==> src/rtl/core/lgs_pkg.sv <==
// Shared types and constants for the life grid generation step unit.
// No dependencies.
package lgs_pkg;

    // Default grid size
    localparam int DEF_GRID_ROWS = 8;
    localparam int DEF_GRID_COLS = 8;

    // Fixed payload field widths
    localparam int REQ_TYPE_W  = 1;
    localparam int ROW_IDX_W   = 3;
    localparam int ROW_CELLS_W = 8;

    // Request codes
    localparam logic [REQ_TYPE_W-1:0] REQ_LOAD = 1'b0;
    localparam logic [REQ_TYPE_W-1:0] REQ_STEP = 1'b1;

    // B3/S23 rule constants on a 4-bit neighbour count
    localparam int NBR_CNT_W = 4;
    localparam logic [NBR_CNT_W-1:0] SURVIVE_LOW  = 4'd2;
    localparam logic [NBR_CNT_W-1:0] SURVIVE_HIGH = 4'd3;
    localparam logic [NBR_CNT_W-1:0] BIRTH_COUNT  = 4'd3;

    // Controller states
    typedef enum logic [1:0] {
        ST_IDLE,
        ST_PRIME,
        ST_EMIT
    } lgs_state_t;

    // Controller to datapath commands
    typedef struct packed {
        logic load;     // write one row from the request beat
        logic step;     // replace grid with next generation
        logic prime;    // load output register with row 0
        logic advance;  // move output register to next row
    } lgs_cmd_t;

    // Datapath to controller status
    typedef struct packed {
        logic last;     // output register holds the final row
    } lgs_stat_t;

endpackage

==> src/rtl/core/lgs_chan_if.sv <==
// Valid/ready channel interfaces for request and row beats.
// Depends on lgs_pkg for field widths.
interface lgs_req_if;
    logic                                 valid;
    logic                                 ready;
    logic [lgs_pkg::REQ_TYPE_W-1:0]       req_type;
    logic [lgs_pkg::ROW_IDX_W-1:0]        row_index;
    logic [lgs_pkg::ROW_CELLS_W-1:0]      row_cells;

    modport source (output valid, output req_type, output row_index, output row_cells,
                    input ready);
    modport sink   (input valid, input req_type, input row_index, input row_cells,
                    output ready);
endinterface

interface lgs_row_if;
    logic                                 valid;
    logic                                 ready;
    logic [lgs_pkg::ROW_IDX_W-1:0]        out_row_index;
    logic [lgs_pkg::ROW_CELLS_W-1:0]      out_row_cells;
    logic                                 last_row;

    modport source (output valid, output out_row_index, output out_row_cells,
                    output last_row, input ready);
    modport sink   (input valid, input out_row_index, input out_row_cells,
                    input last_row, output ready);
endinterface

==> src/rtl/core/life_grid_generation_step_unit.sv <==
// Conway life (B3/S23) grid of GRID_ROWS x GRID_COLS cells, edges not wrapped.
//
// Channels: req (sink) carries req_type, row_index, row_cells; rsp (source)
// carries out_row_index, out_row_cells, last_row. A beat moves on a rising
// edge with valid and ready both high.
// A load beat (req_type 0) writes one row on the accepting edge; a row index at
// or beyond GRID_ROWS is dropped, and columns at GRID_COLS or above are cut.
// A step beat (req_type 1) updates every cell at once on the accepting edge,
// fills the output register in the prime state, then offers rows 0 to
// GRID_ROWS-1, one per cycle while rsp.ready is high, with last_row set on the final one.
// One request is handled at a time: req.ready is low from a step beat until
// the last row beat has gone. A stall on rsp holds the current row stable.
// Reset (rst_n low, asynchronous) clears the grid to all dead and returns
// the block to idle with req.ready high.
// Depends on lgs_pkg, lgs_chan_if, lgs_ctrl and lgs_datapath.
module life_grid_generation_step_unit #(
    parameter int GRID_ROWS = lgs_pkg::DEF_GRID_ROWS,
    parameter int GRID_COLS = lgs_pkg::DEF_GRID_COLS
) (
    input  logic         clk,
    input  logic         rst_n,
    lgs_req_if.sink      req,
    lgs_row_if.source    rsp
);

    lgs_pkg::lgs_cmd_t  cmd;
    lgs_pkg::lgs_stat_t stat;

    // Sequencer
    lgs_ctrl u_lgs_ctrl (
        .clk         (clk),
        .rst_n       (rst_n),
        .in_valid    (req.valid),
        .in_req_type (req.req_type),
        .in_ready    (req.ready),
        .out_valid   (rsp.valid),
        .out_ready   (rsp.ready),
        .cmd         (cmd),
        .stat        (stat)
    );

    // Grid and row output
    lgs_datapath #(
        .GRID_ROWS (GRID_ROWS),
        .GRID_COLS (GRID_COLS)
    ) u_lgs_datapath (
        .clk           (clk),
        .rst_n         (rst_n),
        .cmd           (cmd),
        .stat          (stat),
        .row_index     (req.row_index),
        .row_cells     (req.row_cells),
        .out_row_index (rsp.out_row_index),
        .out_row_cells (rsp.out_row_cells),
        .last_row      (rsp.last_row)
    );

endmodule

==> src/rtl/core/lgs_ctrl.sv <==
// Sequencing controller: accepts requests, runs a step, streams rows out.
// Depends on lgs_pkg.
module lgs_ctrl (
    input  logic                            clk,
    input  logic                            rst_n,
    input  logic                            in_valid,
    input  logic [lgs_pkg::REQ_TYPE_W-1:0]  in_req_type,
    output logic                            in_ready,
    output logic                            out_valid,
    input  logic                            out_ready,
    output lgs_pkg::lgs_cmd_t               cmd,
    input  lgs_pkg::lgs_stat_t              stat
);

    lgs_pkg::lgs_state_t state_reg;
    lgs_pkg::lgs_state_t state_next;

    // State register
    always_ff @(posedge clk or negedge rst_n)
    begin
        if (!rst_n)
        begin
            state_reg <= lgs_pkg::ST_IDLE;
        end
        else
        begin
            state_reg <= state_next;
        end
    end

    // Next state and commands
    always_comb
    begin
        state_next = state_reg;
        cmd        = '0;
        in_ready   = 1'b0;
        out_valid  = 1'b0;
        case (state_reg)
            lgs_pkg::ST_IDLE:
            begin
                in_ready = 1'b1;
                if (in_valid)
                begin
                    if (in_req_type == lgs_pkg::REQ_STEP)
                    begin
                        cmd.step   = 1'b1;
                        state_next = lgs_pkg::ST_PRIME;
                    end
                    else
                    begin
                        cmd.load = 1'b1;
                    end
                end
            end
            lgs_pkg::ST_PRIME:
            begin
                cmd.prime  = 1'b1;
                state_next = lgs_pkg::ST_EMIT;
            end
            lgs_pkg::ST_EMIT:
            begin
                out_valid = 1'b1;
                if (out_ready)
                begin
                    if (stat.last)
                    begin
                        state_next = lgs_pkg::ST_IDLE;
                    end
                    else
                    begin
                        cmd.advance = 1'b1;
                    end
                end
            end
            default:
            begin
                state_next = lgs_pkg::ST_IDLE;
            end
        endcase
    end

endmodule

==> src/rtl/core/lgs_datapath.sv <==
// Grid store, next-generation logic, row counter and output register.
// Depends on lgs_pkg.
module lgs_datapath #(
    parameter int GRID_ROWS = lgs_pkg::DEF_GRID_ROWS,
    parameter int GRID_COLS = lgs_pkg::DEF_GRID_COLS
) (
    input  logic                             clk,
    input  logic                             rst_n,
    input  lgs_pkg::lgs_cmd_t                cmd,
    output lgs_pkg::lgs_stat_t               stat,
    input  logic [lgs_pkg::ROW_IDX_W-1:0]    row_index,
    input  logic [lgs_pkg::ROW_CELLS_W-1:0]  row_cells,
    output logic [lgs_pkg::ROW_IDX_W-1:0]    out_row_index,
    output logic [lgs_pkg::ROW_CELLS_W-1:0]  out_row_cells,
    output logic                             last_row
);

    localparam int ROW_AW = $clog2(GRID_ROWS);
    localparam int CELL_W = (GRID_COLS > lgs_pkg::ROW_CELLS_W) ? GRID_COLS
                                                                : lgs_pkg::ROW_CELLS_W;
    localparam int IDX_W  = (ROW_AW > lgs_pkg::ROW_IDX_W) ? ROW_AW : lgs_pkg::ROW_IDX_W;
    localparam logic [ROW_AW-1:0] LAST_ROW = ROW_AW'(GRID_ROWS - 1);

    logic [GRID_COLS-1:0]              grid_reg [GRID_ROWS];
    logic [GRID_COLS-1:0]              gen_next [GRID_ROWS];
    logic [GRID_COLS+1:0]              pad      [GRID_ROWS+2];
    logic [ROW_AW-1:0]                 cnt_reg;
    logic [ROW_AW-1:0]                 cnt_inc;
    logic [lgs_pkg::ROW_CELLS_W-1:0]   out_cells_reg;
    logic [CELL_W-1:0]                 load_wide;
    logic [GRID_COLS-1:0]              load_row;
    logic [CELL_W-1:0]                 rd_wide;
    logic [GRID_COLS-1:0]              rd_row;
    logic [IDX_W-1:0]                  idx_wide;

    // Grid with a border of dead cells
    always_comb
    begin
        pad[0]             = '0;
        pad[GRID_ROWS + 1] = '0;
        for (int r = 0; r < GRID_ROWS; r++)
        begin
            pad[r + 1] = {1'b0, grid_reg[r], 1'b0};
        end
    end

    // Next generation, every cell in parallel
    always_comb
    begin
        logic [lgs_pkg::NBR_CNT_W-1:0] nbr;
        logic                          alive;
        nbr   = '0;
        alive = 1'b0;
        for (int r = 0; r < GRID_ROWS; r++)
        begin
            for (int c = 0; c < GRID_COLS; c++)
            begin
                nbr = '0;
                for (int dr = 0; dr < 3; dr++)
                begin
                    for (int dc = 0; dc < 3; dc++)
                    begin
                        if (dr != 1 || dc != 1)
                        begin
                            nbr = nbr + lgs_pkg::NBR_CNT_W'(pad[r + dr][c + dc]);
                        end
                    end
                end
                alive = grid_reg[r][c];
                gen_next[r][c] = alive ? (nbr == lgs_pkg::SURVIVE_LOW ||
                                          nbr == lgs_pkg::SURVIVE_HIGH)
                                       : (nbr == lgs_pkg::BIRTH_COUNT);
            end
        end
    end

    // Fit loaded bits to the grid width; extra columns dropped
    assign load_wide = CELL_W'(row_cells);
    assign load_row  = load_wide[GRID_COLS-1:0];

    // Grid store
    always_ff @(posedge clk or negedge rst_n)
    begin
        if (!rst_n)
        begin
            for (int r = 0; r < GRID_ROWS; r++)
            begin
                grid_reg[r] <= '0;
            end
        end
        else if (cmd.step)
        begin
            grid_reg <= gen_next;
        end
        else if (cmd.load)
        begin
            // rows beyond the grid are ignored
            for (int r = 0; r < GRID_ROWS; r++)
            begin
                if (int'(row_index) == r)
                begin
                    grid_reg[r] <= load_row;
                end
            end
        end
    end

    // Row to place in the output register
    assign cnt_inc = cnt_reg + 1'b1;
    assign rd_row  = cmd.prime ? grid_reg[0] : grid_reg[cnt_inc];
    assign rd_wide = CELL_W'(rd_row);

    // Output row counter
    always_ff @(posedge clk or negedge rst_n)
    begin
        if (!rst_n)
        begin
            cnt_reg <= '0;
        end
        else if (cmd.prime)
        begin
            cnt_reg <= '0;
        end
        else if (cmd.advance)
        begin
            cnt_reg <= cnt_inc;
        end
    end

    // Output cell register
    always_ff @(posedge clk)
    begin
        if (cmd.prime || cmd.advance)
        begin
            out_cells_reg <= rd_wide[lgs_pkg::ROW_CELLS_W-1:0];
        end
    end

    assign idx_wide      = IDX_W'(cnt_reg);
    assign out_row_index = idx_wide[lgs_pkg::ROW_IDX_W-1:0];
    assign out_row_cells = out_cells_reg;
    assign last_row      = (cnt_reg == LAST_ROW);
    assign stat.last     = last_row;

endmodule

==> src/flat_wrapper.sv <==
// flat-port wrapper written by rule: the top's interface ports become plain ports
module life_grid_generation_step_unit_flat 
#(
    parameter int GRID_ROWS = lgs_pkg::DEF_GRID_ROWS,
    parameter int GRID_COLS = lgs_pkg::DEF_GRID_COLS
)
  (clk, rst_n, req_valid, req_req_type, req_row_index, req_row_cells, req_ready, rsp_valid, rsp_out_row_index, rsp_out_row_cells, rsp_last_row, rsp_ready);
  lgs_req_if req_i ();
  lgs_row_if rsp_i ();
  input  logic clk;
  input  logic rst_n;
  input wire logic [$bits(req_i.valid)-1:0] req_valid;
  input wire logic [$bits(req_i.req_type)-1:0] req_req_type;
  input wire logic [$bits(req_i.row_index)-1:0] req_row_index;
  input wire logic [$bits(req_i.row_cells)-1:0] req_row_cells;
  output wire logic [$bits(req_i.ready)-1:0] req_ready;
  output wire logic [$bits(rsp_i.valid)-1:0] rsp_valid;
  output wire logic [$bits(rsp_i.out_row_index)-1:0] rsp_out_row_index;
  output wire logic [$bits(rsp_i.out_row_cells)-1:0] rsp_out_row_cells;
  output wire logic [$bits(rsp_i.last_row)-1:0] rsp_last_row;
  input wire logic [$bits(rsp_i.ready)-1:0] rsp_ready;
  assign req_i.valid = req_valid;
  assign req_i.req_type = req_req_type;
  assign req_i.row_index = req_row_index;
  assign req_i.row_cells = req_row_cells;
  assign req_ready = req_i.ready;
  assign rsp_valid = rsp_i.valid;
  assign rsp_out_row_index = rsp_i.out_row_index;
  assign rsp_out_row_cells = rsp_i.out_row_cells;
  assign rsp_last_row = rsp_i.last_row;
  assign rsp_i.ready = rsp_ready;
  life_grid_generation_step_unit #(.GRID_ROWS(GRID_ROWS), .GRID_COLS(GRID_COLS)) u_core (.clk(clk), .rst_n(rst_n), .req(req_i), .rsp(rsp_i));
endmodule
==> config.mk <==
export PLATFORM = sky130hd
export DESIGN_NAME = life_grid_generation_step_unit_flat
export DESIGN_NICKNAME = d
export VERILOG_FILES = /design/src/rtl/core/lgs_pkg.sv /design/src/rtl/core/lgs_chan_if.sv /design/src/rtl/core/life_grid_generation_step_unit.sv /design/src/rtl/core/lgs_ctrl.sv /design/src/rtl/core/lgs_datapath.sv /design/src/flat_wrapper.sv
export SDC_FILE = /design/constraint.sdc
export NUM_CORES = 1
export LEC_CHECK = 0
export BUFFER_PORTS_ARGS = -buffer_cell sky130_fd_sc_hd__buf_2
export CORE_MARGIN = 3
export CORE_UTILIZATION = 57
export CTS_BUF_LIST = sky130_fd_sc_hd__clkbuf_4 sky130_fd_sc_hd__clkbuf_8 sky130_fd_sc_hd__clkbuf_16
export DETAILED_ROUTE_END_ITERATION = 6
export PLACE_DENSITY = 0.74
export SETUP_SLACK_MARGIN = 0.1
export SYNTH_ARGS = -nofsm -noshare
export SYNTH_HDL_FRONTEND = slang
export SYNTH_SLANG_ARGS = --single-unit
==> constraint.sdc <==
create_clock -name clk -period 5.55 [get_ports clk]
set_input_delay 1.11 -clock clk [delete_from_list [all_inputs] [get_ports clk]]
set_output_delay 1.11 -clock clk [all_outputs]
set_load 0.01 [all_outputs]
# Word level (Yosys, flattened, before mapping)
# Index checks and enable logic that the tools add are counted.
# W data, S select, Z words.
# totals
regBits,77
latch_bits,0
mem_bits_rw,0
mem_bits_ro,0
input_bits,16
word_cells,686
mem_count,0
# classes
n_addsub,350
multipliers,0
div,0
n_lt_le_gt_ge,1
eq_ne,142
shifts,0
mux,95
bitwise_logic,1
n_reduce_logical,86
# ops
op,n
$add A4 B1 Y4,181
$eq A4 B2 Y1 const B,122
$add A3 B1 Y4,54
$add A2 B1 Y3,57
$mux W64,2
$add A1 B1 Y2,57
$mux W8,11
$mux W1,72
$logic_or A1 B1 Y1,65
$bmux W8 S3,1
$eq A3 B2 Y1 const B,8
$reduce_bool A2 Y1,10
$reduce_and A2 Y1,8
$eq A3 B3 Y1 const B,5
$mux W2,6
$ne A2 B2 Y1 const B,4
$mux W3,2
$pmux W2 S3,1
$ge A4 B4 Y1 const B,1
$not A3 Y4,1
$reduce_and A4 Y1,1
$add A3 B1 Y3 const B,1
$eq A3 B1 Y1 const B,1
$logic_not A3 Y1,1
3 further kinds,3

# Logic depth before layout (Yosys ltp)
# Gate-level depths: netlist of run 1.
# depth
ltp_word,11
depth_mapped,12
mapped_depth_nobuf,12

# Hierarchy
# Synthesis of run 1 repeated with hierarchy kept, for this count alone.
# hier_totals
cells_unflattened,1135
area_unflattened_um2,11628.7
# modules_own_cells
module,n_inst,cells_each,area_per_inst_um2
lgs_datapath,1,1124,11518.5
lgs_ctrl,1,11,110.1

# Worst setup path after synthesis of run 1
# OpenSTA, ideal clock, no wires.
# synth_path
path_type,reg2reg
from,register u_core.u_lgs_datapath.grid_reg[17] (netlist bit)
to,register u_core.u_lgs_datapath.grid_reg[9] (netlist bit)
t_arrival_ns,3.418
path_slack_ns,2.051
path_stages_with_launch,11
synth_period_minus_slack_ns,3.499
path_cell_list,dfrtp_1 ha_1 inv_1 fa_1 fa_1 inv_1 fa_1 inv_1 fa_1 or4_1 a31oi_1
# synth_between
elab_chain_cells,11
elab_cells_between_ends,12
# synth_lines
item,line,source
start: declaration,lgs_datapath.sv:24,logic [GRID_COLS-1:0] grid_reg [GRID_ROWS];
start signal: assignment,lgs_datapath.sv:93,grid_reg <= gen_next;
start signal: indexed assignment,lgs_datapath.sv:102,grid_reg[r] <= load_row;
$add A1 B1 Y2 *,lgs_datapath.sv:65,nbr = nbr + lgs_pkg::NBR_CNT_W'(pad[r + dr][c + dc]);
$add A2 B1 Y3 *,lgs_datapath.sv:65,
$add A3 B1 Y4 *,lgs_datapath.sv:65,
$add A4 B1 Y4 * (4 in a row),lgs_datapath.sv:65,
"$eq A4 B2 Y1, on equally long branches","lgs_datapath.sv:70, lgs_datapath.sv:71, lgs_datapath.sv:72",
$logic_or A1 B1 Y1,lgs_datapath.sv:70,gen_next[r][c] = alive ? (nbr == lgs_pkg::SURVIVE_LOW ||
$mux W1 *,lgs_datapath.sv:70,
$mux W64 *,lgs_datapath.sv:91,else if (cmd.step)
# Mark *: on every way between the ends. The rest lies on a longest branch, timed or not.
# A chain may end at the register's enable or synchronous reset.

# Worst setup path in the final report of run 1
# layout_path
from,register u_core.u_lgs_datapath.grid_reg[21] (netlist bit)
to,register u_core.u_lgs_datapath.grid_reg[29] (netlist bit)
# layout_between
elab_chain_cells,6
elab_cells_between_ends,7
# layout_lines
item,line
$add A4 B1 Y4 * (2 in a row),lgs_datapath.sv:65
"$eq A4 B2 Y1, on equally long branches","lgs_datapath.sv:70, lgs_datapath.sv:71, lgs_datapath.sv:72"
$logic_or A1 B1 Y1,lgs_datapath.sv:70
$mux W1 *,lgs_datapath.sv:70
$mux W64 *,lgs_datapath.sv:91
# Marked as above.

==> reports/metrics.yaml, run 1 <==
min_path:
  hold_path.startpoint: "u_core.u_lgs_datapath.out_row_index[2]"
  worst_hold_path_type: "reg -> reg"
  min_delay_path_depth: 2
  min_to: "u_core.u_lgs_datapath.out_row_index[2]"
global_routing:
  first_global_vias: 9250
  grt_start_max_net_pins: 70
  grt_overflow: 0
  grt_first_pass_wirelength_um: 46500
  grtUsageTotal_pct: 26.5
  antenna_found_initial: 0
die:
  die_width_um: 149
  die-area_mm2: 0.0221
  initial_core_util_pct: 58.8
  design.core.area_mm2: 0.0197
  io_pins: 30
  overall_die_height_um: 149
  rows: 51
place:
  place.port_buffers: 29
  gp_congestion: 0.861
  hpwl_um: 20700
setup_path:
  worstPathArrival_ps: 4070
  timing.critical_path.buf_inv: 2
  timing.critical_path.required_ps: 5810
  crit_path_frequent_cell: "fa_1"
  cp_slowest_cell: "fa_1"
  timing.critical_path.slowest_cell_delay_ps: 550
  timing.setup.critical_path_class: "reg -> reg"
  setup.worst_path.start_class: "flip-flop"
  timing.reg2reg.worst_path_depth: 11
  crit-reg2reg-launch: "u_core.u_lgs_datapath.grid_reg[21]"
  critical_path.reg2reg.endpoint: "u_core.u_lgs_datapath.grid_reg[29]"
  ordered_cell_list_for_the_critical_path: "inv_1 > fa_1 > fa_1 > fa_1 > inv_1 > ha_1 > fa_1 > o21ai_0 > nor2_1 > o21ai_0 > a31oi_1"
  cp-end-kind: "flip-flop"
  critPathTopFamily: "adder cells"
  r2r_slack_ps: 1740
  crit_path_max_fanout: 7
sta:
  final_period_minus_worst_setup_slack_ps: 3810
  final_hold_viol_count: 0
  grt_setup_unrepaired: "no"
  timing.final.setup_violations: 0
  fmax_ghz: 0.263
  worst_slew_margin_rel_pct: 16.6
  finalSetupTns_ps: 0
  transition_time_of_the_tightest_slew_check_pin_ps: 1240
  layout_worst_path_cycle_share_pct: 68.6
  clock_skew_ps: 9.08
  final_max_slew_viols: 0
synthesis:
  synth_largest_area_cell: "fa_1"
  synthMostInstantiatedCell: "inv_1"
  synth.area.top_cells: "fa_1, dfrtp_1, ha_1"
  synth_cell_types: 38
  ys_top_cells_by_count: "inv_1, fa_1, ha_1, o21ai_0, nor2_1"
  synth_edf_count: 8
  syn-num-nets: 1523
  synthArstFlopShare_pct: 89.6
  synth_largest_type_area_fraction_pct: 33.9
  yosys_warnings: 0
  avgSynthCellArea_um2: 9.87
  mappedNetlistArea_mm2: 0.0116
  yosys_register_bits: 77
  synth-main-ff-cell: "dfrtp_1"
  post_synth_inst_count: 1174
  yosysSeqAreaShare_pct: 17.0
run_status:
  run_status: "finished clean"
drt:
  first_pass_detailed_route_iteration_total: 5
  drt-initial-drc-count: 525
  wirelength_um: 26900
  drtAntennaViolNets: 0
  via_per_inst: 5.78
  wirelength_met1_um: 11900
  detailroute.wirelength.met2_um: 12900
  residual_drc: 0
  detail_routed_net_length_per_standard_cell_um: 18.4
  detailroute.via_count: 8444
  routed-wl-met3_um: 1600
  route.top_layer_used: "met4"
clock_network:
  path_clk_slew_ps: 70
  ctsLongestPathBuffers: 2
  tritoncts: "yes"
  cts_num_sinks: 77
  ctsHoldBuffers: 0
  post-cts-setup-buffer-count: 0
  clock_insertion_delay_worst_skew_ps: 350
  cts_repair_resize_count: 0
  clock_tree.htree_level_count: 3
  clock-root-buffer: "clkbuf_16"
  cts_buffers: 9
final_layout:
  largest_register_ffs: 64
  multi_input_comb_area_mm2: 0.00854
  post_route_cells_drive_above_1_share_pct: 6.52
  flow.area_growth_from_synthesis_pct: 6.43
  fillCellCount: 1579
  antenna_cells: 0
  regArea_mm2: 0.00197
  final_net_count: 1542
job:
  maxCapViolCount: 0
[worst reg2reg max path, delay by kind of cell (launching register included)]
kind            cells  cell delay [ps]
compound gates      3              410
buf+inv             2              420
flops               1              460
simple gates        1              100
fa+ha+maj           5             2310
[cell type report]
type / instances / share of cell area [%]
Inverter: 256 / 7.79
Clock inverter: 3 / 0.528
Sequential cell: 77 / 16.0
Tap cell: 265 / 2.69
Multi-Input combinational cell: 814 / 69.2
Clock buffer: 12 / 2.25
Timing Repair Buffer: 35 / 1.56
[metal layers]
layer | global-route usage (%) | vias up
li1 | - | 3891
met5 | 0 | -
met3 | 3.99 | 43
met2 | 43.3 | 280
met1 | 36.9 | 4230
met4 | 8.87 | 0
[per-stage QoR]
step	hold slack [ps]	cell area (µm²)	worst slack, ps	utilization, %	std cells
floorplan	507	11600	2050	-	1174
finish	549	12300	1740	62.5	1462
detailed placement	547	12000	1790	60.8	1447
global placement	548	12000	1870	60.8	1447
global route	583	12300	1590	62.5	1462
CTS	559	12300	1770	62.5	1462
[worst max-delay path by stage]
stage,startpoint,to,slack [ps],cells after the start
floorplan,u_core.u_lgs_datapath.grid_reg[17],u_core.u_lgs_datapath.grid_reg[9],2050,10
finish,u_core.u_lgs_datapath.grid_reg[21],u_core.u_lgs_datapath.grid_reg[29],1740,11
detailed placement,u_core.u_lgs_datapath.grid_reg[13],u_core.u_lgs_datapath.grid_reg[22],1790,11
global route,u_core.u_lgs_datapath.grid_reg[26],u_core.u_lgs_datapath.grid_reg[34],1590,10
CTS,u_core.u_lgs_datapath.grid_reg[21],u_core.u_lgs_datapath.grid_reg[29],1770,11
global placement,u_core.u_lgs_datapath.grid_reg[13],u_core.u_lgs_datapath.grid_reg[22],1870,11
[layout by cell type (no fill, tap or decap), types with 2 or more instances in the layout]
master       n
a211oi_1     3
a21oi_1     45
a22oi_1     23
a22oi_2      3
a31oi_1     37
and3_1      37
buf_2       28
buf_4        7
bufinv_16    2
clkbuf_16   10
clkbuf_8     2
dfrtp_1     69
edfxtp_1     8
fa_1       196
ha_1       137
inv_1      256
mux2i_1      4
mux4_2      16
nand2_1     21
nand2b_1     8
nor2_1     110
nor2b_1     15
nor3b_1      3
o21a_1       2
o21ai_0    128
o21ai_1      4
o21ai_2      3
o21ai_4      3
or4_1        5
[cells by family after synthesis]
logic type | count (synthesis) | share of synthesized area [%]
mux | 20 | 3.46
fa+ha+maj | 333 | 48.7
simple gates | 204 | 8.42
compound gates | 257 | 13.0
flops | 77 | 17.0
buf+inv | 283 | 9.49
Power of run 1 is left out: the tool's default activity adds up to more than one toggle a clock period on the data nets, which glitch-free logic cannot reach.
==> run 2, diff against run 1 <==
clock period = 3.6 ns   (was 5.55 ns; I/O delays follow)
==> run 2 against run 1 <==
  * The run now ends with DRC left
  * Die area did not move
  * Via count rose by 7.4%
  * Utilization rose by 5.4 points
  * First-iteration DRC count rose by 3.2%
  * Critical path type unchanged
  * Critical endpoint is now u_core.u_lgs_datapath.grid_reg[17]
==> reports/metrics.yaml, run 2 (synthesis gave the netlist of run 1 again) <==
run_status:
  run_status: "complete, but fails checks"
  violations: "DRC"
final_layout:
  final_net_count: 1656  # +7.4%
  multi_input_comb_area_mm2: 0.00867  # +1.5%
  flow.area_growth_from_synthesis_pct: 15.6
  regArea_mm2: 0.00197  # +0.25%
  post_route_cells_drive_above_1_share_pct: 20.6  # +14 points
  largest_register_ffs: 64  # unchanged
  antenna_cells: 0  # unchanged
  share_of_the_core_filled_with_cells_pct: 67.9  # +5.4 points
  fillCellCount: 1470  # -6.9%
  layout.cells.most_common: "inv_1"
  final_cell_mix: "inv_1, fa_1, ha_1, o21ai_0, buf_4"
  final_area_mm2: 0.0134  # +8.6%
place:
  placement.cell_area_mm2: 0.0126  # +5.0%
  gp_congestion: 0.882  # +2.5%
  hpwl_um: 22000  # +6.6%
  place.port_buffers: 29  # unchanged
  pre_cts_slack_ps: -1.94  # -1790 ps
die:
  initial_core_util_pct: 58.8  # unchanged
  io_pins: 30  # unchanged
  overall_die_height_um: 149  # unchanged
  die_width_um: 149  # unchanged
  die-area_mm2: 0.0221  # unchanged
  rows: 51  # unchanged
  design.core.area_mm2: 0.0197  # unchanged
drt:
  detailroute.via_count: 9073  # +7.4%
  detail_routed_net_length_per_standard_cell_um: 19.0  # +3.1%
  drt-initial-drc-count: 542  # +3.2%
  residual_drc: 2  # +2
  wirelength_um: 29900  # +11%
  via_per_inst: 5.76  # -0.32%
  first_pass_detailed_route_iteration_total: 7  # +2
  drtAntennaViolNets: 0  # unchanged
job:
  maxCapViolCount: 0  # unchanged
sta:
  timing.final.setup_violations: 0  # unchanged
  layout_worst_path_cycle_share_pct: 96.6  # +28 points
  transition_time_of_the_tightest_slew_check_pin_ps: 1210  # -32.8 ps
  grt_setup_unrepaired: "yes"
  final_max_slew_viols: 0  # unchanged
  setup_ws_ps: 122  # -1620 ps
  fmax_ghz: 0.288  # +9.5%
  worst_slew_margin_rel_pct: 18.8  # +2.2 points
  final_hold_viol_count: 0  # unchanged
  fin_worst_hold_slack_ps: 517  # -31.6 ps
  final_period_minus_worst_setup_slack_ps: 3480  # -331 ps
  clock_skew_ps: 12.2  # +3.11 ps
clock_network:
  ctsHoldBuffers: 0  # unchanged
  path_clk_slew_ps: 70  # about the same
  clock_insertion_delay_worst_skew_ps: 360  # about the same
  tritoncts: "yes"
  clock_tree.htree_level_count: 3  # unchanged
  cts_num_sinks: 77  # unchanged
  cts_buffers: 9  # unchanged
  clock-root-buffer: "clkbuf_16"
  ctsLongestPathBuffers: 2  # unchanged
global_routing:
  grt_overflow: 0  # unchanged
  antenna_found_initial: 1  # +1
  first_global_vias: 9812  # +6.1%
  grtUsageTotal_pct: 28.1  # +1.6 points
  grt_start_max_net_pins: 78  # +11%
  grt_first_pass_wirelength_um: 48900  # +5.2%
setup_path:
  timing.reg2reg.worst_path_depth: 13  # +2
  timing.critical_path.required_ps: 3880  # -1930 ps
  worstPathArrival_ps: 3760  # -310 ps
  crit-reg2reg-launch: "u_core.u_lgs_datapath.grid_reg[25]"
  r2r_slack_ps: 120  # -1620 ps
  critical_path.reg2reg.endpoint: "u_core.u_lgs_datapath.grid_reg[17]"
  timing.setup.critical_path_class: "reg -> reg"
  cp-end-kind: "flip-flop"
  crit_path_max_fanout: 2  # -5
  setup.worst_path.start_class: "flip-flop"
min_path:
  worst_hold_path_type: "in -> async"
run 2: cell type report:
type / count / area share, %
Multi-Input combinational cell: 814 / 64.7
Sequential cell: 77 / 14.7
Timing Repair Buffer: 149 / 8.16
Inverter: 256 / 7.47
Tap cell: 265 / 2.48
Clock buffer: 13 / 2.18
Clock inverter: 2 / 0.280
run 2: per-layer routing:
layer | vias up | track usage (%) | share of wire [%]
li1 | 4130 | - | -
met1 | 4546 | 37.2 | 41
met2 | 335 | 48.4 | 50
met3 | 60 | 3.90 | 6.6
met4 | 2 | 8.68 | 2.1
met5 | - | 0 | 0.040
run 2: timing repair:
| item | in CTS | in global routing |
|---|---|---|
| setup buffers | 9 | 29 |
| gates resized for setup | 24 | 79 |
| endpoints found under the hold margin | 0 | 0 |
| endpoints found under the setup margin | 18 | 36 |
| pin swaps | 12 | 92 |
run 2: worst max-delay path, cell delays in order, from the launching register on:
cell	delay (ps)
dfrtp_1	410
buf_6	130
ha_4	260
inv_4	40
fa_1	560
fa_1	440
inv_2	70
fa_2	210
inv_2	50
fa_2	390
nor2_1	90
a31oi_1	80
or4_1	470
a31oi_1	200
run 2: through the flow:
step	TNS [ps]	instances
floorplan	0	1174
global placement	0	1523
detailed placement	-1.94	1523
CTS	0	1547
global route	0	1576
finish	0	1576
run 2: how the worst max path moves through the flow:
| stage | from | to | slack, ps | depth (start not counted) |
|---|---|---|---|---|
| after global routing | u_core.u_lgs_datapath.grid_reg[25] | u_core.u_lgs_datapath.grid_reg[17] | 20 | 13 |
| after detailed placement | u_core.u_lgs_datapath.grid_reg[41] | u_core.u_lgs_datapath.grid_reg[33] | -2 | 10 |
| final | u_core.u_lgs_datapath.grid_reg[25] | u_core.u_lgs_datapath.grid_reg[17] | 120 | 13 |
| after floorplan | u_core.u_lgs_datapath.grid_reg[17] | u_core.u_lgs_datapath.grid_reg[9] | 100 | 10 |
| after CTS | u_core.u_lgs_datapath.grid_reg[40] | u_core.u_lgs_datapath.grid_reg[33] | 70 | 12 |
| after global placement | u_core.u_lgs_datapath.grid_reg[41] | u_core.u_lgs_datapath.grid_reg[33] | 90 | 10 |
Power of run 2 is left out for the same reason.
